`src/rtl/afk_pkg.sv`:
```
// Shared constants, types and the arctangent table of the arm kinematics pipeline.
package afk_pkg;

  localparam int CORDIC_STAGES = 16;
  localparam int TABLE_LEN = 24;
  localparam int CORDIC_CELLS = (CORDIC_STAGES > TABLE_LEN) ? TABLE_LEN : CORDIC_STAGES;

  localparam int ANG_W = 17;
  localparam int SUM_W = 19;
  localparam int XY_W = 27;
  localparam int Z_W = 25;
  localparam int POS_W = 19;
  localparam int LEN_W = 16;
  localparam int SHIFT_W = 5;

  localparam logic [SUM_W-1:0] FULL_TURN = 19'd46080;
  localparam logic [SUM_W-1:0] QUARTER_TURN = 19'd11520;
  localparam logic [SUM_W-1:0] WRAP_OFFSET = 19'd230400;
  localparam int ANGLE_SHIFT = 9;
  localparam logic signed [XY_W-1:0] CORDIC_GAIN = 27'sd10188014;
  localparam logic [LEN_W-1:0] LINK_RESET = 16'd4096;
  localparam logic signed [POS_W-1:0] OUT_LIMIT = 19'sd262140;

  localparam logic [1:0] QUAD_0 = 2'd0;
  localparam logic [1:0] QUAD_1 = 2'd1;
  localparam logic [1:0] QUAD_2 = 2'd2;
  localparam logic [1:0] QUAD_3 = 2'd3;

  typedef struct packed {
    logic signed [XY_W-1:0] x;
    logic signed [XY_W-1:0] y;
    logic signed [Z_W-1:0] z;
    logic [1:0] quad;
  } lane_t;

  function automatic logic signed [Z_W-1:0] atan_q16(input logic [SHIFT_W-1:0] idx);
    logic signed [Z_W-1:0] t;
    unique case (idx)
      5'd0: t = 25'sd2949120;
      5'd1: t = 25'sd1740967;
      5'd2: t = 25'sd919879;
      5'd3: t = 25'sd466945;
      5'd4: t = 25'sd234379;
      5'd5: t = 25'sd117304;
      5'd6: t = 25'sd58666;
      5'd7: t = 25'sd29335;
      5'd8: t = 25'sd14668;
      5'd9: t = 25'sd7334;
      5'd10: t = 25'sd3667;
      5'd11: t = 25'sd1833;
      5'd12: t = 25'sd917;
      5'd13: t = 25'sd458;
      5'd14: t = 25'sd229;
      5'd15: t = 25'sd115;
      5'd16: t = 25'sd57;
      5'd17: t = 25'sd29;
      5'd18: t = 25'sd14;
      5'd19: t = 25'sd7;
      5'd20: t = 25'sd4;
      5'd21: t = 25'sd2;
      5'd22: t = 25'sd1;
      default: t = 25'sd0;
    endcase
    return t;
  endfunction

endpackage

```
`src/rtl/afk_cordic_cell.sv`:
```
// One rotation step of the CORDIC chain for one lane.
module afk_cordic_cell
  import afk_pkg::*;
(
  input  logic               clk,
  input  logic               en,
  input  logic [SHIFT_W-1:0] shift,
  input  lane_t              din,
  output lane_t              dout
);

  logic signed [XY_W-1:0] dx;
  logic signed [XY_W-1:0] dy;
  logic signed [Z_W-1:0] step;

  always_comb begin
    dx = din.y >>> shift;
    dy = din.x >>> shift;
    step = atan_q16(shift);
  end

  always_ff @(posedge clk) begin
    if (en) begin
      if (!din.z[Z_W-1]) begin
        dout.x <= din.x - dx;
        dout.y <= din.y + dy;
        dout.z <= din.z - step;
      end else begin
        dout.x <= din.x + dx;
        dout.y <= din.y - dy;
        dout.z <= din.z + step;
      end
      dout.quad <= din.quad;
    end
  end

endmodule

```
`config.mk`:
```
export PLATFORM = sky130hd
export DESIGN_NAME = afk_cordic_cell
export DESIGN_NICKNAME = d
export VERILOG_FILES = /design/src/rtl/afk_pkg.sv /design/src/rtl/afk_cordic_cell.sv
export SDC_FILE = /design/constraint.sdc
export NUM_CORES = 1
export LEC_CHECK = 0
export ABC_CLOCK_PERIOD_IN_PS = 6400
export BUFFER_PORTS_ARGS = -buffer_cell sky130_fd_sc_hd__buf_4
export CAP_MARGIN = 15
export CORE_MARGIN = 4
export CORE_UTILIZATION = 54
export CTS_BUF_LIST = sky130_fd_sc_hd__clkbuf_16
export DETAILED_ROUTE_END_ITERATION = 8
export GPL_ROUTABILITY_DRIVEN = 0
export HOLD_SLACK_MARGIN = 0.03
export PLACE_DENSITY = 0.79
export SYNTH_ARGS = -nofsm -noshare
export SYNTH_HDL_FRONTEND = slang
export SYNTH_SLANG_ARGS = --single-unit
```
`constraint.sdc`:
```
create_clock -name clk -period 6.4 [get_ports clk]
set_clock_uncertainty 0.1 [all_clocks]
set_input_delay 1.28 -clock clk [delete_from_list [all_inputs] [get_ports clk]]
set_output_delay 1.28 -clock clk [all_outputs]
set_load 0.005 [all_outputs]
```
After elaboration in Yosys (flattened, before gate mapping)
Memories as Yosys holds them, arrays and structs flattened.
Cells that the tools add are included.
{"block": "word_totals", "romBits": 704, "inputBits": 88, "reg_bits": 81, "mem_count": 1}
{"block": "op_classes", "mux": 1, "addsub": 6, "shift": 2}
{"name": "(no name shown)", "depth": 32, "word_bits": 22, "read_ports": 1, "rd_clocked_by_memory_dff": 0, "write_ports": 0, "line": "afk_pkg.sv:38", "source": "unique case (idx)"}
{"cell": "2-to-1 mux 79 bit", "n": 1}
{"cell": "adder 27 bit", "n": 2}
{"cell": ">>> shifter 27 x 5 -> 27 bit", "n": 2}
{"cell": "subtractor 27 bit", "n": 2}
{"cell": "adder 25 bit", "n": 1}
{"cell": "subtractor 25 bit", "n": 1}

Longest topological paths before layout
Gate-level depths: netlist (run 1).
{"block": "depth", "depth_word": 3, "depth_mapped": 26, "mapped_depth_nobuf": 22}

Least setup slack after synthesis (run 1)
OpenSTA, ideal clock, no wires.
{"block": "synth_path", "kind": "input -> register", "startpoint": "input shift[1]", "endpoint": "register dout[26] in the netlist's numbering (data pin)", "t_arrival_ns": 5.977, "setup_ns": 0.274, "required_ns": 6.026, "setup_slack_ns": 0.049, "path_stages": 25, "cell_sequence": "buf_2 -> inv_1 -> buf_2 -> buf_2 -> ha_1 -> clkbuf_1 -> mux4_2 -> o32ai_1 -> inv_1 -> ha_1 -> o221ai_1 -> nor4b_1 -> nor3b_1 -> nor2_1 -> xor2_1 -> ha_1 -> a41oi_1 -> o21ai_0 -> a21oi_1 -> a311oi_1 -> nor2_1 -> a21oi_1 -> a41o_1 -> o41ai_1 -> xor2_1"}
{"block": "synth_between", "elab_chain_len": 3, "word_cells_on_any_way": 4}
{"element": "from (decl)", "line": "afk_cordic_cell.sv:7", "source": "input logic [SHIFT_W-1:0] shift,"}
{"element": "memory (32 x 22 bit) *"}
{"element": "subtractor 25 bit or adder 25 bit (tied branches)", "line": "afk_cordic_cell.sv:27, afk_cordic_cell.sv:31"}
{"element": "2-to-1 mux 79 bit *", "line": "afk_cordic_cell.sv:24", "source": "if (!din.z[Z_W-1]) begin"}
{"element": "to (decl)", "line": "afk_cordic_cell.sv:9", "source": "output lane_t dout"}
Every way passes the cells marked *; elsewhere a longest branch is shown, timed or not.
A chain may end at the register's enable or synchronous reset.

Worst setup path in the final report (run 1)
{"block": "layout_path", "startpoint": "input shift[0]", "endpoint": "register dout[53] in the netlist's numbering (data pin)"}
{"block": "layout_between", "elab_chain_len": 3, "word_cells_on_any_way": 4}
{"element": ">>> shifter 27 x 5 -> 27 bit *", "line": "afk_cordic_cell.sv:18", "source": "dy = din.x >>> shift;"}
{"element": "adder 27 bit or subtractor 27 bit (tied branches)", "line": "afk_cordic_cell.sv:26, afk_cordic_cell.sv:30"}
{"element": "2-to-1 mux 79 bit *", "line": "afk_cordic_cell.sv:24"}
Marked as above.

==> results.md, run 1 <==
* DR vias at 11,680
* Crit path max fanout at 20
* Routed Antenna Nets at 0
* Synth Area in Adders at 0.1069
* Worst Tran Pin Value at 1036 ps
* Final setup vio count at 0
* Worst-path cell with the longest stage delay: mux4_2
* Largest family of logic cells by synthesized area: compound AO/OA/AOI/OAI gates
* Setup ws final at 206.0 ps
* Clock root cell: clkbuf_16
* Critical path class: in -> reg
* Inst Count DP at 1,806
* CTS tree: built
* Unrepaired setup endpoints after global routing: yes
* Post-synthesis sequential area ratio at 0.2147
* Ys async rst share at 0
* Max FFs per register at 81
* Initial drt markers at 1,413
* Power, Total at 3.137 mW
* Top_reg_cell synth: edfxtp_1
* Simple-Gate Fraction of Synth Area at 0.1519
* Core Region at 0.02043 mm^2
* Fin crit period at 6194 ps
* Most frequent cells in the layout: buf_4, nor2_1, a21oi_1
* I/O pins at 169
* Chip width at 152.8 um
* Clock tree buffer depth at 2
* Register bit total from synthesis at 81
* Max VDD drop at 0.1224 mV
* Grt ovf at 0
* Number of clock buffers inserted by TritonCTS at 9
* Final #Nets at 1,730
* Syn Inst Count at 1,239
* Commonest non-fill, non-tap cell in the layout: buf_4
* Rows at 52
* Vias in the first global route at 11,220
* Initial antenna violation count at 0
* Pwr per Cell Area at 216.8 mW/mm^2
* GRT Total Usage at 0.3000
* Antenna cells at 0
* Largest net degree at the start of global routing at 82
* DP Area at 0.01407 mm^2
* Yosys Warn Count at 0
* Mapped Area at 0.01133 mm^2
* Detail Placement HPWL at 28,150 um
* Final core occ at 0.7083
* Drt drc at 0
* Post-synthesis mux area share at 0.1797
* Die ar. at 0.02336 mm^2
* Num Clock Sinks at 81
* Max Cap Viol at 0
* Xor-xnor portion of the synthesized cell area at 0.1021
* Starting Density at 0.5545
* Nature of the critical path startpoint: primary input
* Period Utilization, post-route at 0.9678
* Share of cells above drive strength 1 at 0.3196
* Biggest register: dout
* Leakage at 6.292 nW
* Post-CTS Setup Bufs at 0
* Vias/cell at 6.409
* Crit-path max cell delay at 530 ps
* Post-synth cell types at 78
* Largest regs: dout: 81 flops
* First-pass GRT wire length at 57,600 um
* Critical Path RT at 6420 ps
* IO buf count at 168
* Final design area excluding fillers at 0.01447 mm^2
* Non-Filler Instances at 1,822
* Dpl ws at -364.8 ps
* Post-Synthesis Net Count at 1,422
* Post-synth EDFFs at 81
* Hold Crit Class: in -> reg
* Fmax achieved at 161.4 MHz
* Area growth from synthesis to layout at 27.73%
* Wirelength per Cell at 20.05 um
* Fin. max-slew vios at 0
* Filler Cell Count at 1,526
* Total Wirelength at 36,540 um
* DR pass1 iterations at 6
* Hold WS at 998.3 ps
* Slew headroom at 0.3095
* DIE HEIGHT at 152.8 um
* Outcome: finished, final reports clean
* Critical path capture point type: flop
* Synth Area in Compound Gates at 0.2048
* Worst EP arrival at 6210 ps
* CP Cell Sequence: buf_6, buf_8, buf_4, mux4_2, mux2_2, nand2_1, o221ai_1, and4bb_2, buf_4, and3_1, a21oi_1, xnor2_1, ha_1, nand4_1, or2_2, a31oi_1, nor4_2, o41ai_2, a21o_1, a21oi_1, xnor2_1
* Final Hold Vio Count at 0
* CTS clk-pin slew, worst paths at 70 ps
* Setup TNS at 0 ps
* Mean Syn Cell Area at 9.143 um^2
* H-tree lvl count at 3
* WHS Path Cells at 1
[final cells by class]
| class | instances | area (um^2) | area share |
|---|---|---|---|
| clock buffers | 9 | 225.2 | 0.01556 |
| clock inverters | 7 | 77.57 | 0.005361 |
| multi-input cells | 1058 | 8524 | 0.5891 |
| well taps | 270 | 337.8 | 0.02335 |
| inverters | 35 | 131.4 | 0.009079 |
| flip-flops and latches | 81 | 2432 | 0.1681 |
| repair buffers | 362 | 2741 | 0.1895 |
[layer usage]
metal	GRT usage	vias up	wire length, um
met3	0.06248	180	3982
li1	-	5338	-
met4	0.1209	0	1841
met2	0.4908	797	16780
met5	0	-	0
met1	0.3910	5363	13930
[cell usage after synthesis, types with 21 or more instances]
library cell,number,share of area
inv_1,35,0.012
buf_2,23,0.010
edfxtp_1,81,0.21
nor2b_1,24,0.013
nor3_1,21,0.0093
mux2i_1,38,0.034
ha_1,92,0.10
mux4_2,64,0.13
nand2_1,82,0.027
xnor2_1,85,0.066
clkbuf_1,26,0.0086
o21ai_0,57,0.025
a31oi_1,21,0.012
xor2_1,47,0.036
a21oi_1,117,0.052
a21o_1,28,0.019
nor2_1,123,0.041
[cells by family (layout without fill, tap and decap cells)]
kind of cell,Yosys count,in the layout
compound gates,356,356
simple gates,354,354
xor+xnor,132,132
mux,121,121
buf+inv,100,413
fa+ha+maj,95,95
flops,81,81
[worst max-delay path: cells and delay by family]
family	cells	cell delay, ps
muxes	2	830
xor gates and xnor gates	2	290
buffers and inverters	4	830
and+or+nand+nor	6	1310
adders and majority gates	1	320
AOI/OAI and AO/OA	6	1340
[worst paths after layout]
kind / start / to
max: shift[0] / dout[53]
min: din[1] / dout[1]
[power breakdown]
part | total, mW | internal [mW] | switching (mW)
Combinational | 1.76 | 0.891 | 0.867
Sequential | 0.825 | 0.787 | 0.0380
Clock | 0.554 | 0.306 | 0.247
[repair_timing]
| action | 4_1_cts | 5_1_grt |
|---|---|---|
| setup endpoints to repair | 1 | 15 |
| gates resized for setup | 1 | 18 |
| cloned | 0 | 0 |
| hold buffers | 0 | 0 |
| hold endpoints to repair | 0 | 0 |
| pin swaps | 0 | 1 |
Power figures use the tool's default switching activity.
==> inputs of run 2 (changes only) <==
- ABC_CLOCK_PERIOD_IN_PS: 6400 -> 7550
- CORE_UTILIZATION: 54 -> 64
- PLACE_DENSITY: 0.79 -> 0.88
- SKIP_LAST_GASP: not set -> 1
- clock period: 6.4 -> 7.55 ns (I/O delays scaled with it)
==> results.md, run 2 (synthesis gave the netlist of run 1 again) <==
* Critical path class: in -> reg
* Nature of the critical path startpoint: primary input
* CTS clk-pin slew, worst paths at 70 ps
* Largest regs: dout: 81 flops
* Worst EP arrival at 7060 ps
* CTS tree: built
* Pwr per Cell Area at 193.3 mW/mm^2
* Setup ws final at 507.3 ps
* Routed Antenna Nets at 0
* Critical Path RT at 7570 ps
* Clock root cell: clkbuf_16
* Chip width at 141.0 um
* Crit path max fanout at 55
* Hold Crit Class: in -> reg
* Hold buffers post-CTS at 0
* Max Cap Viol at 0
* First-pass GRT wire length at 54,290 um
* WHS Path Cells at 1
* Final #Nets at 1,555
* Critical path capture point type: flop
* Die ar. at 0.01989 mm^2
* Setup TNS at 0 ps
* Non-Filler Instances at 1,601
* Core Region at 0.01730 mm^2
* H-tree lvl count at 3
* Initial drt markers at 1,927
* Final design area excluding fillers at 0.01303 mm^2
* Post-cts sizing count at 0
* Max FFs per register at 81
* Largest net degree at the start of global routing at 82
* Inst Count DP at 1,586
* Vias/cell at 6.994
* Leakage at 5.431 nW
* Vias in the first global route at 10,540
* CP Cell Sequence: buf_4, buf_4, mux4_2, mux4_2, o311ai_1, and4bb_2, nand2_1, nor3_1, a21oi_1, xor2_1, ha_1, nand4_1, nor2_1, o211ai_1, a31oi_1, nor4_1, o41ai_1, a21o_1, a21oi_1, xnor2_1
* Worst Tran Pin Value at 1044 ps
* Drt drc at 0
* Detail Placement HPWL at 25,760 um
* DR pass1 iterations at 8
* Clock tree buffer depth at 2
* Num Clock Sinks at 81
* Biggest register: dout
* Period Utilization, post-route at 0.9328
* Number of clock buffers inserted by TritonCTS at 9
* Launch point of the worst path: shift[2]
* Top delay family on crit path: compound AO/OA/AOI/OAI gates
* Outcome: finished, final reports clean
* Dpl ws at 181.4 ps
* Worst-path cell with the longest stage delay: mux4_2
* Worst Path Buf+Inv at 2
* DIE HEIGHT at 141.0 um
* Fmax achieved at 142.0 MHz
* Grt ovf at 0
* Final setup vio count at 0
* Total Wirelength at 34,240 um
* Post-CTS Setup Bufs at 0
* Fin. max-slew vios at 0
* DR vias at 11,200
* Rows at 48
* Area growth from synthesis to layout at 15.01%
* Fin crit period at 7043 ps
* Max VDD drop at 0.1257 mV
* Antenna cells at 0
* DP Area at 0.01271 mm^2
* Slew headroom at 0.3037
* GRT Total Usage at 0.3374
* Final Hold Vio Count at 0
* IO buf count at 168
* Share of cells above drive strength 1 at 0.2238
* Critical path depth at 20
* Starting Density at 0.6549
* I/O pins at 169
* Unrepaired setup endpoints after global routing: no
* Critical Path Sink: dout[53]
* Initial antenna violation count at 0
* Wirelength per Cell at 21.39 um
* Commonest non-fill, non-tap cell in the layout: buf_4
* Most frequent cells in the layout: buf_4, nor2_1, a21oi_1
* Crit-path max cell delay at 500 ps
## run 2: power by group
part	internal, mW	switching, mW
Combinational	0.624	0.696
Clock	0.290	0.209
Sequential	0.667	0.0315
Total	1.58	0.937
## run 2: worst min-delay path by stage
stage | from | endpoint | slack (ps)
2_1_floorplan | din[0] | dout[0] | 1510
3_3_place_gp | din[0] | dout[0] | 1590
3_5_place_dp | din[1] | dout[1] | 1590
4_1_cts | din[1] | dout[1] | 1220
5_1_grt | din[0] | dout[0] | 1220
6_report | din[1] | dout[1] | 1220
## run 2: layout make-up
type                            count  area [um^2]
Clock buffer                        9        225.2
Inverter                           35        131.4
Multi-Input combinational cell   1058         8446
Tap cell                          225        281.5
Fill cell                        1228         4268
Clock inverter                      6        92.59
Sequential cell                    81         2432
Timing Repair Buffer              187         1420
## run 2: routing by layer
metal  vias up  routed length [um]  track usage
li1       4974                   -            -
met3       181                4371      0.07361
met1      5133               12330       0.4316
met2       909               15620       0.5479
met4         0                1920       0.1566
met5         -                   0            0
## run 2: through the flow
step | power (mW) | util | hold WS, ps
final | 2.519 | 0.7533 | 1224
after global routing | 2.672 | 0.7533 | 1219
after detailed placement | 1.996 | 0.7347 | 1592
after CTS | 2.501 | 0.7530 | 1223
after floorplan | 1.562 | - | 1509
after global placement | 1.959 | 0.7347 | 1590
==> inputs of run 3 (changes only) <==
- RECOVER_POWER: not set -> 25
==> results.md, run 3 (synthesis gave the netlist of run 1 again) <==
* Max FFs per register at 81
* Wirelength per Cell at 21.31 um
* Clock root cell: clkbuf_16
* Worst hold start: din[1]
* Vias in the first global route at 10,540
* Final core occ at 0.7528
* DR vias at 11,180
* Hold buffers post-CTS at 0
* Nature of the critical path startpoint: primary input
* Max VDD drop at 0.1248 mV
* Total Wirelength at 34,120 um
* Post-CTS Setup Bufs at 0
* Power share of the clock group at 0.199
* Fin. max-slew vios at 0
* Core Region at 0.01730 mm^2
* Unrepaired setup endpoints after global routing: no
* IO buf count at 168
* Commonest non-fill, non-tap cell in the layout: buf_4
* Slew headroom at 0.3072
* Dpl ws at 181.4 ps
* Fin crit period at 7048 ps
* Setup TNS at 0 ps
* Area growth from synthesis to layout at 14.94%
* Critical path capture point type: flop
* Metal-1 WL at 12,540 um
* H-tree lvl count at 3
* Antenna cells at 0
* Pwr per Cell Area at 192.4 mW/mm^2
* Leakage at 5.412 nW
* Top Layer Used: met4
* Initial drt markers at 1,816
* Final setup vio count at 0
* Grt ovf at 0
* CTS clk-pin slew, worst paths at 70 ps
* Fmax achieved at 141.9 MHz
* Period Utilization, post-route at 0.9335
* Switching Share at 0.3722
* Vias/cell at 6.981
* Number of clock buffers inserted by TritonCTS at 9
* Outcome: finished, final reports clean
* Routed Antenna Nets at 0
* WHS Path Cells at 1
* Seq pwr share at 0.278
* Final #Nets at 1,555
* Largest regs: dout: 81 flops
* DIE HEIGHT at 141.0 um
* Worst EP arrival at 7060 ps
* Initial antenna violation count at 0
* CTS tree: built
* Largest net degree at the start of global routing at 82
* Num Clock Sinks at 81
* Logic pwr share at 0.523
* Power, Total at 2.505 mW
* Max Cap Viol at 0
* WHS Endpoint: dout[1]
* Critical Path RT at 7560 ps
* Crit path max fanout at 42
* Detail Placement HPWL at 25,760 um
* Clock tree buffer depth at 2
* Met3 WL post-DR at 4114 um
* Final Hold Vio Count at 0
* Starting Density at 0.6549
* Share of cells above drive strength 1 at 0.2224
* I/O pins at 169
* Most frequent cells in the layout: buf_4, nor2_1, a21oi_1
* Die ar. at 0.01989 mm^2
* Internal at 1.573 mW
* Chip width at 141.0 um
* Routed wire length on met2 at 15,540 um
* Rows at 48
* Hold Crit Class: in -> reg
* Hold WS at 1248 ps
* GRT Total Usage at 0.3374
* DR pass1 iterations at 8
* Drt drc at 0
* P_sw at 932.5 uW
* First-pass GRT wire length at 54,290 um
* Critical path class: in -> reg
* Setup ws final at 502.4 ps
* Biggest register: dout
* Worst Tran Pin Value at 1039 ps
run 3: changes by cell type in the layout (fill, tap and decap cells not counted), sizes merged:
| cell | before | now |
|---|---|---|
| buf | 187 | 127 |
| clkbuf | 9 | 69 |
run 3: worst max path at each step:
stage | to | cells past startpoint | start | slack [ps]
after floorplan | dout[26] | 25 | shift[1] | 970
after global placement | dout[53] | 19 | shift[0] | 330
after detailed placement | dout[79] | 19 | shift[0] | 180
after CTS | dout[53] | 19 | shift[0] | 470
after global routing | dout[53] | 22 | shift[0] | 150
final | dout[53] | 19 | shift[0] | 500
run 3: power groups by stage:
stage	registers (mW)	logic, mW	clock network [mW]
floorplan	0.723	0.839	0
global placement	0.708	1.25	0
detailed placement	0.709	1.29	0
CTS	0.701	1.30	0.500
global route	0.710	1.43	0.520
finish	0.697	1.31	0.497
run 3: metal layers:
metal,track usage,up-vias
li1,-,4980
met1,0.4316,5154
met2,0.5479,870
met3,0.07361,172
met4,0.1566,0
met5,0,-
run 3: final cells by class:
class                   instances  area [um^2]
flip-flops and latches         81         2432
well taps                     225        281.5
fillers                      1232         4275
multi-input cells            1058         8446
clock inverters                 6        92.59
repair buffers                187         1413
inverters                      35        131.4
clock buffers                   9        225.2
run 3: worst max-delay path: stages:
cell and delay, ps:
buf_6 370, buf_12 350, mux4_2 600, mux4_2 500, o311ai_1 370, and4bb_2 340
nand2_1 80, nor3_1 330, a21oi_1 140, xor2_1 180, ha_1 360, nand4_1 210
or2_2 370, a31oi_1 310, nor4_1 110, o41ai_1 500, a21o_1 180, a21oi_1 70
xnor2_1 130
run 3: through the flow:
stage	instances	area, um^2
final	1601	13020
after global routing	1601	13020
after CTS	1601	13030
after detailed placement	1586	12710
after global placement	1586	12710
after floorplan	1239	11330
run 3: repair_timing:
item	4_1_cts	5_1_grt
gates resized for setup	0	1
hold endpoints to repair	0	0
endpoints found under the setup margin	0	3
